$ cat config.mk
export PLATFORM = sky130hd
export DESIGN_NAME = frame_rate_limiter_averager_core_flat
export DESIGN_NICKNAME = d
export VERILOG_FILES = /design/src/frl_pkg.sv /design/src/frl_if.sv /design/src/frame_rate_limiter_averager_core.sv /design/src/frl_ram.sv /design/src/frl_div.sv /design/src/flat_wrapper.sv
export SDC_FILE = /design/constraint.sdc
export NUM_CORES = 2
export LEC_CHECK = 0
export BUFFER_PORTS_ARGS = -buffer_cell sky130_fd_sc_hd__buf_2
export CAP_MARGIN = 20
export CORE_MARGIN = 3
export CORE_UTILIZATION = 49
export DETAILED_ROUTE_END_ITERATION = 7
export PLACE_DENSITY = 0.74
export SLEW_MARGIN = 20
export SYNTH_ARGS = -nofsm -noshare
export SYNTH_HDL_FRONTEND = slang
export SYNTH_SLANG_ARGS = --single-unit
$ cat constraint.sdc
create_clock -name clk_i -period 6.7 [get_ports clk_i]
set_input_delay 0.67 -clock clk_i [delete_from_list [all_inputs] [get_ports clk_i]]
set_output_delay 0.67 -clock clk_i [all_outputs]
set_load 0.03 [all_outputs]
$ cat src/frl_pkg.sv
`timescale 1ns / 1ps
// Shared constants, types and state codes for the frame rate limiter core.
// No dependencies; the other files in src, apart from frl_ram, use it by scoped names.
package frl_pkg;

  // Window geometry and field widths
  localparam int WINDOW_LEN   = 100;
  localparam int TIME_BITS    = 16;
  localparam int ELAPSED_BITS = 16;
  localparam int TARGET_BITS  = 10;
  localparam int RATE_BITS    = 25;
  localparam int WAIT_BITS    = 10;
  localparam int SPAN_BITS    = 16;
  localparam int ACC_BITS     = 32;
  localparam int DATA_BITS    = 32;
  localparam int ADDR_BITS    = 3;

  localparam int SLOT_BITS  = (WINDOW_LEN > 1) ? $clog2(WINDOW_LEN) : 1;
  localparam int COUNT_BITS = $clog2(WINDOW_LEN + 1);
  localparam int SUM_BITS   = TIME_BITS + $clog2(WINDOW_LEN);

  // Rate numerator scale: 1000 ms per second, Q8
  localparam int NUM_K        = 1000 * 256;
  localparam int MS_PER_SEC   = 1000;
  localparam int DEFAULT_RATE = 60 * 256;

  // Serial divider widths
  localparam int NUM_RAW  = $clog2(NUM_K * WINDOW_LEN + 1);
  localparam int NUM_BITS = (NUM_RAW > TARGET_BITS) ? NUM_RAW : TARGET_BITS;
  localparam int DEN_BITS = (SUM_BITS > TARGET_BITS) ? SUM_BITS : TARGET_BITS;
  localparam int STEP_BITS = $clog2(NUM_BITS + 1);

  // Register index and actions
  localparam logic REG_TARGET_RATE = 1'b0;
  localparam logic ACT_FRAME_END   = 1'b0;
  localparam logic ACT_READY_CHECK = 1'b1;

  typedef enum logic [2:0] {
    ST_IDLE,
    ST_TDIV,
    ST_DECIDE,
    ST_RDIV,
    ST_FINISH
  } frl_state_e;

  typedef struct packed {
    logic                start;
    logic [NUM_BITS-1:0] dividend;
    logic [DEN_BITS-1:0] divisor;
  } frl_div_req_t;

  typedef struct packed {
    logic                busy;
    logic                done;
    logic [NUM_BITS-1:0] quotient;
  } frl_div_rsp_t;

endpackage

$ cat src/frl_if.sv
`timescale 1ns / 1ps
// Valid/ready channel interfaces for frame requests and result requests.
// Depends on frl_pkg for the field widths.
interface frl_in_if;
  logic                               valid;
  logic                               ready;
  logic                               action;
  logic [frl_pkg::ELAPSED_BITS-1:0]   elapsed_ms;

  modport source (output valid, output action, output elapsed_ms, input ready);
  modport sink   (input valid, input action, input elapsed_ms, output ready);
endinterface

interface frl_out_if;
  logic                            valid;
  logic                            ready;
  logic [frl_pkg::RATE_BITS-1:0]   rate_q8;
  logic [frl_pkg::WAIT_BITS-1:0]   wait_ms;
  logic [frl_pkg::SPAN_BITS-1:0]   span_ms;
  logic                            ready_res;

  modport source (output valid, output rate_q8, output wait_ms, output span_ms,
                  output ready_res, input ready);
  modport sink   (input valid, input rate_q8, input wait_ms, input span_ms,
                  input ready_res, output ready);
endinterface

$ cat src/frame_rate_limiter_averager_core.sv
`timescale 1ns / 1ps
// Frame rate limiter core: tick accumulator, target limiter, moving-average meter.
// Depends on frl_pkg, frl_if, frl_ram and frl_div.
//
// One request is worked at a time and gives exactly one result. Most of the
// work per request is in the bit-serial divider, which makes one quotient bit
// per cycle over 25 steps (NUM_BITS). With a target rate set, every request
// first divides 1000 by the target; a frame end that enters the averaging
// window with a nonzero window sum then divides 256000 * count by that sum.
// From acceptance a request passes through ST_TDIV (with a target set),
// ST_DECIDE, ST_RDIV (second division only) and ST_FINISH, where the result
// is loaded once the output register is free. The core is ready for the next
// request in the cycle after the result is loaded. The 100-entry window sits
// in a RAM with no clearing pass: entries are read only once the window has
// filled. A result waits in an output register, and the next request is taken
// while it waits.
module frame_rate_limiter_averager_core (
  input  logic                            clk_i,
  input  logic                            rst_ni,
  input  logic                            psel,
  input  logic                            penable,
  input  logic                            pwrite,
  input  logic [frl_pkg::ADDR_BITS-1:0]   paddr,
  input  logic [frl_pkg::DATA_BITS-1:0]   pwdata,
  output logic [frl_pkg::DATA_BITS-1:0]   prdata,
  output logic                            pready,
  frl_in_if.sink                          in_i,
  frl_out_if.source                       out_o
);

  localparam int CMP_BITS = (frl_pkg::TIME_BITS > frl_pkg::TARGET_BITS) ?
                            frl_pkg::TIME_BITS : frl_pkg::TARGET_BITS;

  frl_pkg::frl_state_e state_q, state_d;

  // Architectural state
  logic [frl_pkg::TARGET_BITS-1:0] target_q;
  logic [frl_pkg::SLOT_BITS-1:0]   slot_q;
  logic [frl_pkg::COUNT_BITS-1:0]  fill_q;
  logic [frl_pkg::SUM_BITS-1:0]    sum_q;
  logic [frl_pkg::SPAN_BITS-1:0]   span_q;
  logic [frl_pkg::ACC_BITS-1:0]    acc_q;
  logic [frl_pkg::RATE_BITS-1:0]   rate_q;

  // Working registers of the current request
  logic                            action_q;
  logic [frl_pkg::TIME_BITS-1:0]   t_q;
  logic [frl_pkg::TARGET_BITS-1:0] tt_q;
  logic [frl_pkg::WAIT_BITS-1:0]   res_wait_q;
  logic                            res_ready_q;

  // Output register
  logic                            out_valid_q;
  logic [frl_pkg::RATE_BITS-1:0]   out_rate_q;
  logic [frl_pkg::WAIT_BITS-1:0]   out_wait_q;
  logic [frl_pkg::SPAN_BITS-1:0]   out_span_q;
  logic                            out_ready_res_q;

  // Control from the output decoder
  logic in_acc;
  logic cfg_we;
  logic ram_we;
  logic load_out;
  logic decide;

  frl_pkg::frl_div_req_t div_req;
  frl_pkg::frl_div_rsp_t div_rsp;

  // Decision datapath
  logic [frl_pkg::TIME_BITS-1:0]   ram_rdata;
  logic [CMP_BITS-1:0]             tt_ext;
  logic [CMP_BITS-1:0]             t_ext;
  logic                            early;
  logic                            push;
  logic                            full;
  logic [frl_pkg::SUM_BITS-1:0]    old_val;
  logic [frl_pkg::SUM_BITS-1:0]    sum_new;
  logic [frl_pkg::COUNT_BITS-1:0]  count_new;
  logic [frl_pkg::NUM_BITS-1:0]    num_new;
  logic [frl_pkg::ACC_BITS:0]      acc_sum;
  logic [frl_pkg::ACC_BITS-1:0]    acc_sat;
  logic [frl_pkg::SLOT_BITS-1:0]   slot_next;

  // Configuration port: pready tied high, one register
  assign pready = 1'b1;
  assign cfg_we = psel && penable && pwrite && pready &&
                  (paddr[2] == frl_pkg::REG_TARGET_RATE);
  always_comb begin
    prdata = '0;
    if (paddr[2] == frl_pkg::REG_TARGET_RATE) begin
      prdata = frl_pkg::DATA_BITS'(target_q);
    end
  end

  // Window store
  frl_ram #(
    .WIDTH (frl_pkg::TIME_BITS),
    .DEPTH (frl_pkg::WINDOW_LEN)
  ) u_window (
    .clk_i   (clk_i),
    .we_i    (ram_we),
    .waddr_i (slot_q),
    .wdata_i (t_q),
    .raddr_i (slot_q),
    .rdata_o (ram_rdata)
  );

  // Shared serial divider
  frl_div u_div (
    .clk_i  (clk_i),
    .rst_ni (rst_ni),
    .req_i  (div_req),
    .rsp_o  (div_rsp)
  );

  // Frame decision and window update values
  always_comb begin
    tt_ext    = CMP_BITS'(tt_q);
    t_ext     = CMP_BITS'(t_q);
    early     = (action_q == frl_pkg::ACT_FRAME_END) && (target_q != '0) &&
                (tt_ext > t_ext);
    push      = (action_q == frl_pkg::ACT_FRAME_END) && !early;
    full      = (fill_q == frl_pkg::COUNT_BITS'(frl_pkg::WINDOW_LEN));
    old_val   = full ? frl_pkg::SUM_BITS'(ram_rdata) : '0;
    sum_new   = sum_q - old_val + frl_pkg::SUM_BITS'(t_q);
    count_new = full ? fill_q : fill_q + 1'b1;
    num_new   = frl_pkg::NUM_BITS'(frl_pkg::NUM_K * int'(count_new));
    acc_sum   = {1'b0, acc_q} + (frl_pkg::ACC_BITS + 1)'(t_q);
    acc_sat   = acc_sum[frl_pkg::ACC_BITS] ? '1 : acc_sum[frl_pkg::ACC_BITS-1:0];
    slot_next = (slot_q == frl_pkg::SLOT_BITS'(frl_pkg::WINDOW_LEN - 1)) ?
                '0 : slot_q + 1'b1;
  end

  // Next state
  always_comb begin
    state_d = state_q;
    unique case (state_q)
      frl_pkg::ST_IDLE: begin
        if (in_acc) begin
          state_d = (target_q != '0) ? frl_pkg::ST_TDIV : frl_pkg::ST_DECIDE;
        end
      end
      frl_pkg::ST_TDIV: begin
        if (div_rsp.done) begin
          state_d = frl_pkg::ST_DECIDE;
        end
      end
      frl_pkg::ST_DECIDE: begin
        state_d = (push && (sum_new != '0)) ? frl_pkg::ST_RDIV : frl_pkg::ST_FINISH;
      end
      frl_pkg::ST_RDIV: begin
        if (div_rsp.done) begin
          state_d = frl_pkg::ST_FINISH;
        end
      end
      frl_pkg::ST_FINISH: begin
        if (!out_valid_q || out_o.ready) begin
          state_d = frl_pkg::ST_IDLE;
        end
      end
      default: state_d = frl_pkg::ST_IDLE;
    endcase
  end

  // Outputs of the sequencer
  always_comb begin
    in_i.ready       = 1'b0;
    decide           = 1'b0;
    ram_we           = 1'b0;
    load_out         = 1'b0;
    div_req.start    = 1'b0;
    div_req.dividend = frl_pkg::NUM_BITS'(frl_pkg::MS_PER_SEC);
    div_req.divisor  = frl_pkg::DEN_BITS'(target_q);
    unique case (state_q)
      frl_pkg::ST_IDLE: begin
        in_i.ready    = 1'b1;
        div_req.start = in_i.valid && (target_q != '0);
      end
      frl_pkg::ST_DECIDE: begin
        decide           = 1'b1;
        ram_we           = push;
        div_req.start    = push && (sum_new != '0);
        div_req.dividend = num_new;
        div_req.divisor  = frl_pkg::DEN_BITS'(sum_new);
      end
      frl_pkg::ST_FINISH: begin
        load_out = !out_valid_q || out_o.ready;
      end
      default: begin
      end
    endcase
  end

  assign in_acc = in_i.valid && in_i.ready;

  // Architectural state and sequencer
  always_ff @(posedge clk_i or negedge rst_ni) begin
    if (!rst_ni) begin
      state_q     <= frl_pkg::ST_IDLE;
      target_q    <= '0;
      slot_q      <= '0;
      fill_q      <= '0;
      sum_q       <= '0;
      span_q      <= '0;
      acc_q       <= '0;
      rate_q      <= '0;
      out_valid_q <= 1'b0;
    end else begin
      state_q <= state_d;
      if (cfg_we) begin
        target_q <= pwdata[frl_pkg::TARGET_BITS-1:0];
      end
      // Apply the frame end or ready check
      if (decide) begin
        if (action_q == frl_pkg::ACT_FRAME_END) begin
          acc_q <= acc_sat;
          if (early) begin
            span_q <= frl_pkg::SPAN_BITS'(tt_q);
            rate_q <= frl_pkg::RATE_BITS'({target_q, 8'h00});
          end else begin
            span_q <= frl_pkg::SPAN_BITS'(t_q);
            sum_q  <= sum_new;
            fill_q <= count_new;
            slot_q <= slot_next;
            if (sum_new == '0) begin
              rate_q <= frl_pkg::RATE_BITS'(frl_pkg::DEFAULT_RATE);
            end
          end
        end else if ((target_q != '0) &&
                     !(frl_pkg::ACC_BITS'(tt_q) > acc_q)) begin
          acc_q <= '0;
        end
      end
      // Take the averaged rate from the divider
      if ((state_q == frl_pkg::ST_RDIV) && div_rsp.done) begin
        rate_q <= frl_pkg::RATE_BITS'(div_rsp.quotient);
      end
      // Hold the result until the sink takes it
      if (load_out) begin
        out_valid_q <= 1'b1;
      end else if (out_o.ready) begin
        out_valid_q <= 1'b0;
      end
    end
  end

  // Working and output payload registers
  always_ff @(posedge clk_i) begin
    if (in_acc) begin
      action_q    <= in_i.action;
      t_q         <= frl_pkg::TIME_BITS'(in_i.elapsed_ms);
      res_wait_q  <= '0;
      res_ready_q <= 1'b0;
    end
    if ((state_q == frl_pkg::ST_TDIV) && div_rsp.done) begin
      tt_q <= frl_pkg::TARGET_BITS'(div_rsp.quotient);
    end
    if (decide) begin
      if (early) begin
        res_wait_q <= frl_pkg::WAIT_BITS'(tt_ext - t_ext);
      end
      if (action_q == frl_pkg::ACT_READY_CHECK) begin
        res_ready_q <= (target_q == '0) || !(frl_pkg::ACC_BITS'(tt_q) > acc_q);
      end
    end
    if (load_out) begin
      out_rate_q      <= rate_q;
      out_wait_q      <= res_wait_q;
      out_span_q      <= span_q;
      out_ready_res_q <= res_ready_q;
    end
  end

  assign out_o.valid     = out_valid_q;
  assign out_o.rate_q8   = out_rate_q;
  assign out_o.wait_ms   = out_wait_q;
  assign out_o.span_ms   = out_span_q;
  assign out_o.ready_res = out_ready_res_q;

endmodule

$ cat src/frl_ram.sv
`timescale 1ns / 1ps
// Generic single-write, single-read RAM with registered read data.
// No dependencies.
module frl_ram #(
  parameter int WIDTH = 16,
  parameter int DEPTH = 100
) (
  input  logic                                       clk_i,
  input  logic                                       we_i,
  input  logic [((DEPTH > 1) ? $clog2(DEPTH) : 1)-1:0] waddr_i,
  input  logic [WIDTH-1:0]                           wdata_i,
  input  logic [((DEPTH > 1) ? $clog2(DEPTH) : 1)-1:0] raddr_i,
  output logic [WIDTH-1:0]                           rdata_o
);

  logic [WIDTH-1:0] mem_q [DEPTH];

  // Write port and registered read port
  always_ff @(posedge clk_i) begin
    if (we_i) begin
      mem_q[waddr_i] <= wdata_i;
    end
    rdata_o <= mem_q[raddr_i];
  end

endmodule

$ cat src/frl_div.sv
`timescale 1ns / 1ps
// Bit-serial restoring divider: one quotient bit per cycle over NUM_BITS steps.
// Depends on frl_pkg for widths and the request/response structs.
module frl_div (
  input  logic                  clk_i,
  input  logic                  rst_ni,
  input  frl_pkg::frl_div_req_t req_i,
  output frl_pkg::frl_div_rsp_t rsp_o
);

  logic [frl_pkg::NUM_BITS-1:0]  quo_q, quo_d;
  logic [frl_pkg::DEN_BITS-1:0]  rem_q, rem_d;
  logic [frl_pkg::DEN_BITS-1:0]  den_q, den_d;
  logic [frl_pkg::STEP_BITS-1:0] cnt_q, cnt_d;
  logic                          busy_q, busy_d;
  logic                          done_q, done_d;

  logic [frl_pkg::DEN_BITS:0]    rem_sh;
  logic [frl_pkg::DEN_BITS:0]    diff;

  // One restoring step: shift in the next dividend bit, trial subtract
  always_comb begin
    rem_sh = {rem_q, quo_q[frl_pkg::NUM_BITS-1]};
    diff   = rem_sh - {1'b0, den_q};
    quo_d  = quo_q;
    rem_d  = rem_q;
    den_d  = den_q;
    cnt_d  = cnt_q;
    busy_d = busy_q;
    done_d = 1'b0;
    if (req_i.start) begin
      quo_d  = req_i.dividend;
      rem_d  = '0;
      den_d  = req_i.divisor;
      cnt_d  = '0;
      busy_d = 1'b1;
    end else if (busy_q) begin
      if (!diff[frl_pkg::DEN_BITS]) begin
        rem_d = diff[frl_pkg::DEN_BITS-1:0];
        quo_d = {quo_q[frl_pkg::NUM_BITS-2:0], 1'b1};
      end else begin
        rem_d = rem_sh[frl_pkg::DEN_BITS-1:0];
        quo_d = {quo_q[frl_pkg::NUM_BITS-2:0], 1'b0};
      end
      cnt_d = cnt_q + 1'b1;
      if (cnt_q == frl_pkg::STEP_BITS'(frl_pkg::NUM_BITS - 1)) begin
        busy_d = 1'b0;
        done_d = 1'b1;
      end
    end
  end

  // Control state
  always_ff @(posedge clk_i or negedge rst_ni) begin
    if (!rst_ni) begin
      busy_q <= 1'b0;
      done_q <= 1'b0;
      cnt_q  <= '0;
    end else begin
      busy_q <= busy_d;
      done_q <= done_d;
      cnt_q  <= cnt_d;
    end
  end

  // Datapath shift registers
  always_ff @(posedge clk_i) begin
    quo_q <= quo_d;
    rem_q <= rem_d;
    den_q <= den_d;
  end

  assign rsp_o.busy     = busy_q;
  assign rsp_o.done     = done_q;
  assign rsp_o.quotient = quo_q;

endmodule

$ cat src/flat_wrapper.sv
// flat-port wrapper written by rule: the top's interface ports become plain ports
module frame_rate_limiter_averager_core_flat 
  (clk_i, rst_ni, psel, penable, pwrite, paddr, pwdata, prdata, pready, in_i_valid, in_i_action, in_i_elapsed_ms, in_i_ready, out_o_valid, out_o_rate_q8, out_o_wait_ms, out_o_span_ms, out_o_ready_res, out_o_ready);
  frl_in_if in_i_i ();
  frl_out_if out_o_i ();
  input  logic clk_i;
  input  logic rst_ni;
  input  logic psel;
  input  logic penable;
  input  logic pwrite;
  input  logic [frl_pkg::ADDR_BITS-1:0] paddr;
  input  logic [frl_pkg::DATA_BITS-1:0] pwdata;
  output logic [frl_pkg::DATA_BITS-1:0] prdata;
  output logic pready;
  input wire logic [$bits(in_i_i.valid)-1:0] in_i_valid;
  input wire logic [$bits(in_i_i.action)-1:0] in_i_action;
  input wire logic [$bits(in_i_i.elapsed_ms)-1:0] in_i_elapsed_ms;
  output wire logic [$bits(in_i_i.ready)-1:0] in_i_ready;
  output wire logic [$bits(out_o_i.valid)-1:0] out_o_valid;
  output wire logic [$bits(out_o_i.rate_q8)-1:0] out_o_rate_q8;
  output wire logic [$bits(out_o_i.wait_ms)-1:0] out_o_wait_ms;
  output wire logic [$bits(out_o_i.span_ms)-1:0] out_o_span_ms;
  output wire logic [$bits(out_o_i.ready_res)-1:0] out_o_ready_res;
  input wire logic [$bits(out_o_i.ready)-1:0] out_o_ready;
  assign in_i_i.valid = in_i_valid;
  assign in_i_i.action = in_i_action;
  assign in_i_i.elapsed_ms = in_i_elapsed_ms;
  assign in_i_ready = in_i_i.ready;
  assign out_o_valid = out_o_i.valid;
  assign out_o_rate_q8 = out_o_i.rate_q8;
  assign out_o_wait_ms = out_o_i.wait_ms;
  assign out_o_span_ms = out_o_i.span_ms;
  assign out_o_ready_res = out_o_i.ready_res;
  assign out_o_i.ready = out_o_ready;
  frame_rate_limiter_averager_core u_core (.clk_i(clk_i), .rst_ni(rst_ni), .psel(psel), .penable(penable), .pwrite(pwrite), .paddr(paddr), .pwdata(pwdata), .prdata(prdata), .pready(pready), .in_i(in_i_i), .out_o(out_o_i));
endmodule
=== Word level (Yosys, flattened, before mapping) ===
Memory sizes are Yosys's and may differ from the RTL's. A register that Yosys moved wholly into a read port is not among the register bits.
Cells that the tools add are included.

* $add $sub $neg: 8
* Magnitude comparators: 2
* Reduce and logical (&&, ||, !) cells: 31
* Bitwise gates (word level): 3
* Muxes and demuxes: 48
* Multipliers: 1
* Equality and inequality tests: 13

{| class="wikitable"
|+ Operators with widths
! operator !! count
|-
| $mux 25 || 7
|-
| $mux 32 || 3
|-
| $mux 48 || 1
|-
| $mux 10 || 4
|-
| $add 32x16->33 || 1
|-
| $gt 10x32->1 || 1
|-
| $mux 16 || 2
|-
| $sub 24x23->24 || 1
|-
| $add 23x16->23 || 1
|-
| $logic_not 23->1 || 1
|-
| $mux 23 || 1
|-
| $reduce_bool 23->1 || 1
|-
| $sub 23x23->23 || 1
|-
| $mux 1 || 18
|-
| $gt 10x16->1 || 1
|-
| $mux 3 || 5
|-
| $pmux 3 s5 || 1
|-
| $add 7x1->7 const B || 2
|-
| $eq 7x7->1 const B || 2
|-
| $mul 7x7->14 const A || 1
|-
| $mux 7 || 2
|-
| $logic_and 1x1->1 || 12
|-
| $logic_not 10->1 || 1
|-
| $mux 5 || 2
|-
| 20 further kinds || 34
|}

* Memory bits (writable): 1600
* Bits in registers: 292
* Bits of input ports: 59
* Memories kept: 1

{| class="wikitable"
|+ Memory list
! name !! words !! width !! read ports !! clocked after memory_dff !! write ports !! line !! text
|-
| u_core.u_window.mem_q || 100 || 16 || 1 || 1 || 1 || frl_ram.sv:16 || <nowiki>logic [WIDTH-1:0] mem_q [DEPTH];</nowiki>
|}

=== Longest topological paths before layout ===
* Depth in word-level cells: 10
* Mapped depth: 23

=== Cells and area by module ===
Synthesis repeated with hierarchy kept, for this count alone.

* Cell total of the unflattened synthesis: 4484
* Area total of the unflattened synthesis: 79791.5 um2

{| class="wikitable"
|+ Modules (own cells, without submodules)
! module !! cells each !! times used !! area each (um2)
|-
| frl_ram || 2669 || 1 || 61833.1
|-
| frame_rate_limiter_averager_core || 1378 || 1 || 13327.8
|-
| frl_div || 437 || 1 || 4630.7
|}

=== Worst setup path before layout ===
OpenSTA, ideal clock, no wires.

* Kind: reg2reg
* Start: register u_core.t_q (netlist bit u_core.t_ext[1])
* End: register u_core.u_div.quo_q[0] (netlist bit) (enable)
* Period minus slack after synthesis: 5.942 ns
* Path buffers: 1
* Stages on the path, launching flop included: 16
* Setup slack: 0.758 ns
* Data required time: 6.202 ns
* Arrival time: 5.444 ns
* Cells stage by stage: edfxtp_1 > inv_1 > fa_1 > inv_1 > ha_1 > a211oi_2 > o21bai_1 > a211o_2 > a211o_1 > a21oi_2 > xnor2_1 > nor4_1 > nand4_1 > nand2_2 > buf_4 > nand3_1

* Longest elaborated chain between the ends: 7
* Elaborated cells between the ends (all ways): 9
* Classes of those cells: add/sub: 1; order compare: 1; mux: 1; reduce/logical: 6

{| class="wikitable"
|+ RTL lines
! element !! line !! text
|-
| start, declared || frame_rate_limiter_averager_core.sv:47 || <nowiki>logic [frl_pkg::TIME_BITS-1:0] t_q;</nowiki>
|-
| start signal, assigned || frame_rate_limiter_averager_core.sv:251 || <nowiki>t_q <= frl_pkg::TIME_BITS'(in_i.elapsed_ms);</nowiki>
|-
| branches (longest 4 deep; another with $add 23x16->23) || n/a ||
|-
| $logic_and 1x1->1 * || frame_rate_limiter_averager_core.sv:182 || <nowiki>div_req.start = push && (sum_new != '0);</nowiki>
|-
| $pmux 1 s2 * || frame_rate_limiter_averager_core.sv:174 || <nowiki>unique case (state_q)</nowiki>
|-
| $reduce_bool 2->1 (no source line) * || n/a ||
|-
| end signal, assigned || frl_div.sv:68 || <nowiki>quo_q <= quo_d;</nowiki>
|-
| end, declared || frl_div.sv:11 || <nowiki>logic [frl_pkg::NUM_BITS-1:0] quo_q, quo_d;</nowiki>
|}

Mark *: on every way between the ends.
A chain may end at the register's enable or synchronous reset.

=== Worst setup path after layout ===
* Start: register u_core.fill_q[0] (netlist bit)
* End: register u_core.u_div.rem_q[20] (netlist bit)

* Longest elaborated chain between the ends: 7

{| class="wikitable"
|+ RTL lines
! element !! line !! text
|-
| start, declared || frame_rate_limiter_averager_core.sv:39 || <nowiki>logic [frl_pkg::COUNT_BITS-1:0] fill_q;</nowiki>
|-
| start signal, assigned || frame_rate_limiter_averager_core.sv:223 || <nowiki>fill_q <= count_new;</nowiki>
|-
| $eq 7x7->1 || frame_rate_limiter_averager_core.sv:123 || <nowiki>full = (fill_q == frl_pkg::COUNT_BITS'(frl_pkg::WINDOW_LEN));</nowiki>
|-
| $mux 16 || frame_rate_limiter_averager_core.sv:124 || <nowiki>old_val = full ? frl_pkg::SUM_BITS'(ram_rdata) : '0;</nowiki>
|-
| $sub 23x23->23 || frame_rate_limiter_averager_core.sv:125 || <nowiki>sum_new = sum_q - old_val + frl_pkg::SUM_BITS'(t_q);</nowiki>
|-
| $add 23x16->23 || frame_rate_limiter_averager_core.sv:125 ||
|-
| $reduce_bool 23->1 || frame_rate_limiter_averager_core.sv:182 ||
|-
| $logic_and 1x1->1 || frame_rate_limiter_averager_core.sv:182 ||
|-
| $pmux 1 s2 || frame_rate_limiter_averager_core.sv:174 ||
|-
| end signal, assigned || frl_div.sv:69 || <nowiki>rem_q <= rem_d;</nowiki>
|-
| end, declared || frl_div.sv:12 || <nowiki>logic [frl_pkg::DEN_BITS-1:0] rem_q, rem_d;</nowiki>
|}

No other way between the ends.

==> reports/qor.csv <==
metric,value,unit
final_common_cell,sky130_fd_sc_hd__edfxtp_1,
timing.critical_path.buf_inv,4,
cts.clk_slew.worst_paths,0.07,ns
hold_end,u_core.t_ext[10]$_DFFE_PP_,
detailedRoute.firstPassIterationCount,6,
timing.critical_path.from_type,register,
drc_errors,0,
power.switching,0.0104,W
critical_path_class,reg -> reg,
p_sw_share,31.9,%
comb_power_share,27.5,%
first_global_vias,45200,
track_usage,24.5,%
ys.flop_type,sky130_fd_sc_hd__edfxtp_1,
grt_overflow_total,0,
syn_area,76200,um2
die_x,400,um
status,completed,
die_area,160000,um2
yosysWarnings,0,
worst_skew_pair.late_latency,0.82,ns
worst_ep_arrival_time,6.78,ns
setup.worst_path.end_class,register,
antenna_violating_nets_post_route,0,
grt_first_pass_wirelength,294,mm
avgSynthCellArea,15.5,um2
setup_repair_after_global_routing_missed_its_margin,false,
placement_rows,144,
clock_sinks,1908,
cts_max_path_buffers,3,
htreeDepth,4,
cp_top_family,simple AND/OR/NAND/NOR gates,
finalCritPeriodShare,91.2,%
clkPwrFrac,28.7,%
cts_tree,yes,
drive_gt1_share,12.2,%
initialDrtViolationCount,6236,
synthToLayoutAreaGrowth,12.0,%
worst_path_max_delay_cell,sky130_fd_sc_hd__o21ai_4,
detail_route.wirelength,201,mm
finish.utilization,55.3,%
syn-instance-count,4926,
nNetsFinal,5346,
initial_core_util,49.4,%
finalSetupViolations,0,
setup_total_negative_slack,0,ns
die_y,400,um
placed_cell_area,79800,um2
min_from,in_i_elapsed_ms[10],
maxCapViolCount,0,
sequential_share_of_power,43.8,%
critical_path_required,7.37,ns
cts-root-buf,sky130_fd_sc_hd__clkbuf_16,
share_of_async_settable_or_async_resettable_flops_after_synthesis,6.87,%
critical_path.reg2reg.endpoint,u_core.u_div.rem_q[20]$_SDFFE_PP0P_,
reg2reg_from,u_core.fill_q[0]$_DFFE_PN0P_,
slew_violations,0,
design_area,85300,um2
cp_slowest_stage_delay,0.88,ns
gp_routability_congestion,0.895,
worst_slew_margin_rel,11.2,%
place_hpwl,118,mm
min_path_cells,1,
numPortBuffers,98,
total_leakage_power,28.7,nW
fin_crit,6.11,ns
postCtsResizedCells,0,
fin_worst_skew,0.0346,ns
wl_per_cell,27.4,um
vias_per_cell,6.37,
synth_seq_area_share,73.7,%
top_level_ports,146,
core-area,154000,um2
cts_inserted_buffers,173,
hold_viol,0,
pin_count_of_the_biggest_net_entering_global_routing,102,
yosys_register_bits,1908,
hold_path_class,in -> reg,
worstPathCellList,inv_1 -> ha_1 -> nand4b_1 -> nor3b_2 -> buf_4 -> and2_1 -> fa_1 -> inv_1 -> ha_1 -> a21o_1 -> a31oi_1 -> nor4b_1 -> o31a_1 -> o22ai_1 -> xor2_1 -> and3_1 -> and4_1 -> o21ai_4 -> buf_4 -> nor3_1,
worst_ir_drop_vdd,0.388,mV
netlist-cell-type-count,83,
antenna_found_initial,15,
total_vias_in_the_final_route,46700,
setup_slack_of_the_worst_register_to_register_path,0.59,ns
worstPathMaxFanout,35,
fmax,164,MHz
final_cell_mix,"1727 x sky130_fd_sc_hd__edfxtp_1, 508 x sky130_fd_sc_hd__a22oi_1, 244 x sky130_fd_sc_hd__nand2_1",
worst_pin_slew,1.32,ns
synth_enable_flop_cells,1727,
p_int,0.0222,W
power_density,382,nW/um2
worst-r2r-cell-count,20,
==> worst max path at each step <==
stage,startpoint,endpoint,slack (ns),depth (start not counted)
floorplan,u_core.t_ext[1]$_DFFE_PP_,u_core.u_div.quo_q[0]$_SDFFCE_PP0P_,0.76,15
global placement,u_core.fill_q[0]$_DFFE_PN0P_,u_core.u_div.rem_q[20]$_SDFFE_PP0P_,0.90,20
detailed placement,u_core.fill_q[0]$_DFFE_PN0P_,u_core.u_div.rem_q[20]$_SDFFE_PP0P_,0.78,20
CTS,u_core.fill_q[0]$_DFFE_PN0P_,u_core.u_div.rem_q[20]$_SDFFE_PP0P_,0.74,20
global route,u_core.fill_q[0]$_DFFE_PN0P_,u_core.u_div.rem_q[20]$_SDFFE_PP0P_,0.23,20
finish,u_core.fill_q[0]$_DFFE_PN0P_,u_core.u_div.rem_q[20]$_SDFFE_PP0P_,0.59,20
==> layout make-up <==
| type | count | area [um2] |
|---|---|---|
| fill | 11700 | 69000 |
| sequential | 1908 | 56100 |
| timing repair buffer | 328 | 2450 |
| multi-input combinational | 2545 | 18100 |
| antenna | 10 | 25.0 |
| inverter | 175 | 657 |
| clock buffer | 223 | 4570 |
| tap | 2044 | 2560 |
| clock inverter | 88 | 722 |
==> power groups by stage <==
| stage | Combinational, W | Sequential [W] | Clock (W) |
|---|---|---|---|
| final | 0.00895 | 0.0142 | 0.00936 |
| after global routing | 0.00975 | 0.0143 | 0.00992 |
| after CTS | 0.00879 | 0.0142 | 0.00944 |
| after detailed placement | 0.00873 | 0.0145 | 0 |
| after global placement | 0.00857 | 0.0145 | 0 |
| after floorplan | 0.00596 | 0.0145 | 0 |
==> metrics by stage <==
step	worst slack (ns)	instances	power, W	hold WS, ns
after floorplan	0.758	4947	0.0205	0.374
after global placement	0.903	6990	0.0230	0.431
after detailed placement	0.784	6990	0.0232	0.435
after CTS	0.743	7308	0.0325	0.00251
after global routing	0.232	7313	0.0340	0.0205
final	0.591	7321	0.0326	0.0494
==> worst reg2reg max path, cell delays in order (launching register included) <==
cell and delay, ns:
sky130_fd_sc_hd__dfrtp_1 0.44, sky130_fd_sc_hd__inv_1 0.11, sky130_fd_sc_hd__ha_1 0.22, sky130_fd_sc_hd__nand4b_1 0.12, sky130_fd_sc_hd__nor3b_2 0.05, sky130_fd_sc_hd__buf_4 0.20, sky130_fd_sc_hd__and2_1 0.21, sky130_fd_sc_hd__fa_1 0.48
sky130_fd_sc_hd__inv_1 0.04, sky130_fd_sc_hd__ha_1 0.44, sky130_fd_sc_hd__a21o_1 0.22, sky130_fd_sc_hd__a31oi_1 0.06, sky130_fd_sc_hd__nor4b_1 0.73, sky130_fd_sc_hd__o31a_1 0.29, sky130_fd_sc_hd__o22ai_1 0.11, sky130_fd_sc_hd__xor2_1 0.19
sky130_fd_sc_hd__and3_1 0.18, sky130_fd_sc_hd__and4_1 0.37, sky130_fd_sc_hd__o21ai_4 0.88, sky130_fd_sc_hd__buf_4 0.50, sky130_fd_sc_hd__nor3_1 0.12
==> timing repair <==
action / 4_1_cts / 5_1_grt
hold endpoints to repair: 67 / 0
setup endpoints to repair: 0 / 0
hold buffers: 7 / 0
setup buffers: 0 / 0
==> cells in the mapped netlist, types with 31 or more instances <==
cell	number	area share [%]
sky130_fd_sc_hd__a21oi_1	123	0.81
sky130_fd_sc_hd__a221oi_1	133	1.5
sky130_fd_sc_hd__a22o_1	138	1.6
sky130_fd_sc_hd__a22oi_1	508	5.0
sky130_fd_sc_hd__a31oi_1	86	0.71
sky130_fd_sc_hd__buf_1	58	0.29
sky130_fd_sc_hd__clkbuf_1	200	0.99
sky130_fd_sc_hd__dfrtp_1	131	4.3
sky130_fd_sc_hd__dfxtp_1	50	1.3
sky130_fd_sc_hd__edfxtp_1	1727	68
sky130_fd_sc_hd__fa_1	34	0.89
sky130_fd_sc_hd__ha_1	122	2.0
sky130_fd_sc_hd__inv_1	174	0.86
sky130_fd_sc_hd__mux2i_1	43	0.57
sky130_fd_sc_hd__nand2_1	244	1.2
sky130_fd_sc_hd__nand3_1	53	0.35
sky130_fd_sc_hd__nand4_1	130	1.1
sky130_fd_sc_hd__nor2_1	228	1.1
sky130_fd_sc_hd__nor3_1	31	0.20
sky130_fd_sc_hd__o211ai_1	40	0.39
sky130_fd_sc_hd__o21ai_0	163	1.1
sky130_fd_sc_hd__xnor2_1	49	0.56
==> metal layers <==
metal,up-vias,share of wire (%),track usage [%]
met1,23200,37,32.5
met4,2,4.7,11.6
met2,3030,47,38.5
li1,19900,-,-
met5,-,0.0055,0
met3,497,11,5.51
==> logic make-up after synthesis <==
group	synth area share, %
other	0.00986
AND/OR/NAND/NOR	5.33
buffers and inverters	2.66
flip-flops	73.7
adder cells (fa/ha/maj)	2.90
XOR/XNOR	0.851
AO/OA/AOI/OAI	13.1
multiplexers	1.41
==> flip-flops by register name (all words and copies together) (netlist names), 10 cells and up <==
signal and flops:
u_core.u_div.den_q 23, u_core.sum_q 23, u_core.tt_q 10, u_core.t_ext 16, u_core.target_q 10, u_core.u_window.mem_q 1600
u_core.out_o.rate_q8 25, u_core.u_div.quo_q 25, u_core.u_div.rem_q 23, u_core.out_o.wait_ms 10, u_core.rate_q 25, u_core.span_q 16
u_core.res_wait_q 10, u_core.out_o.span_ms 16, u_core.acc_q 32, u_core.u_window.rdata_o 16
Power figures use the tool's default switching activity.
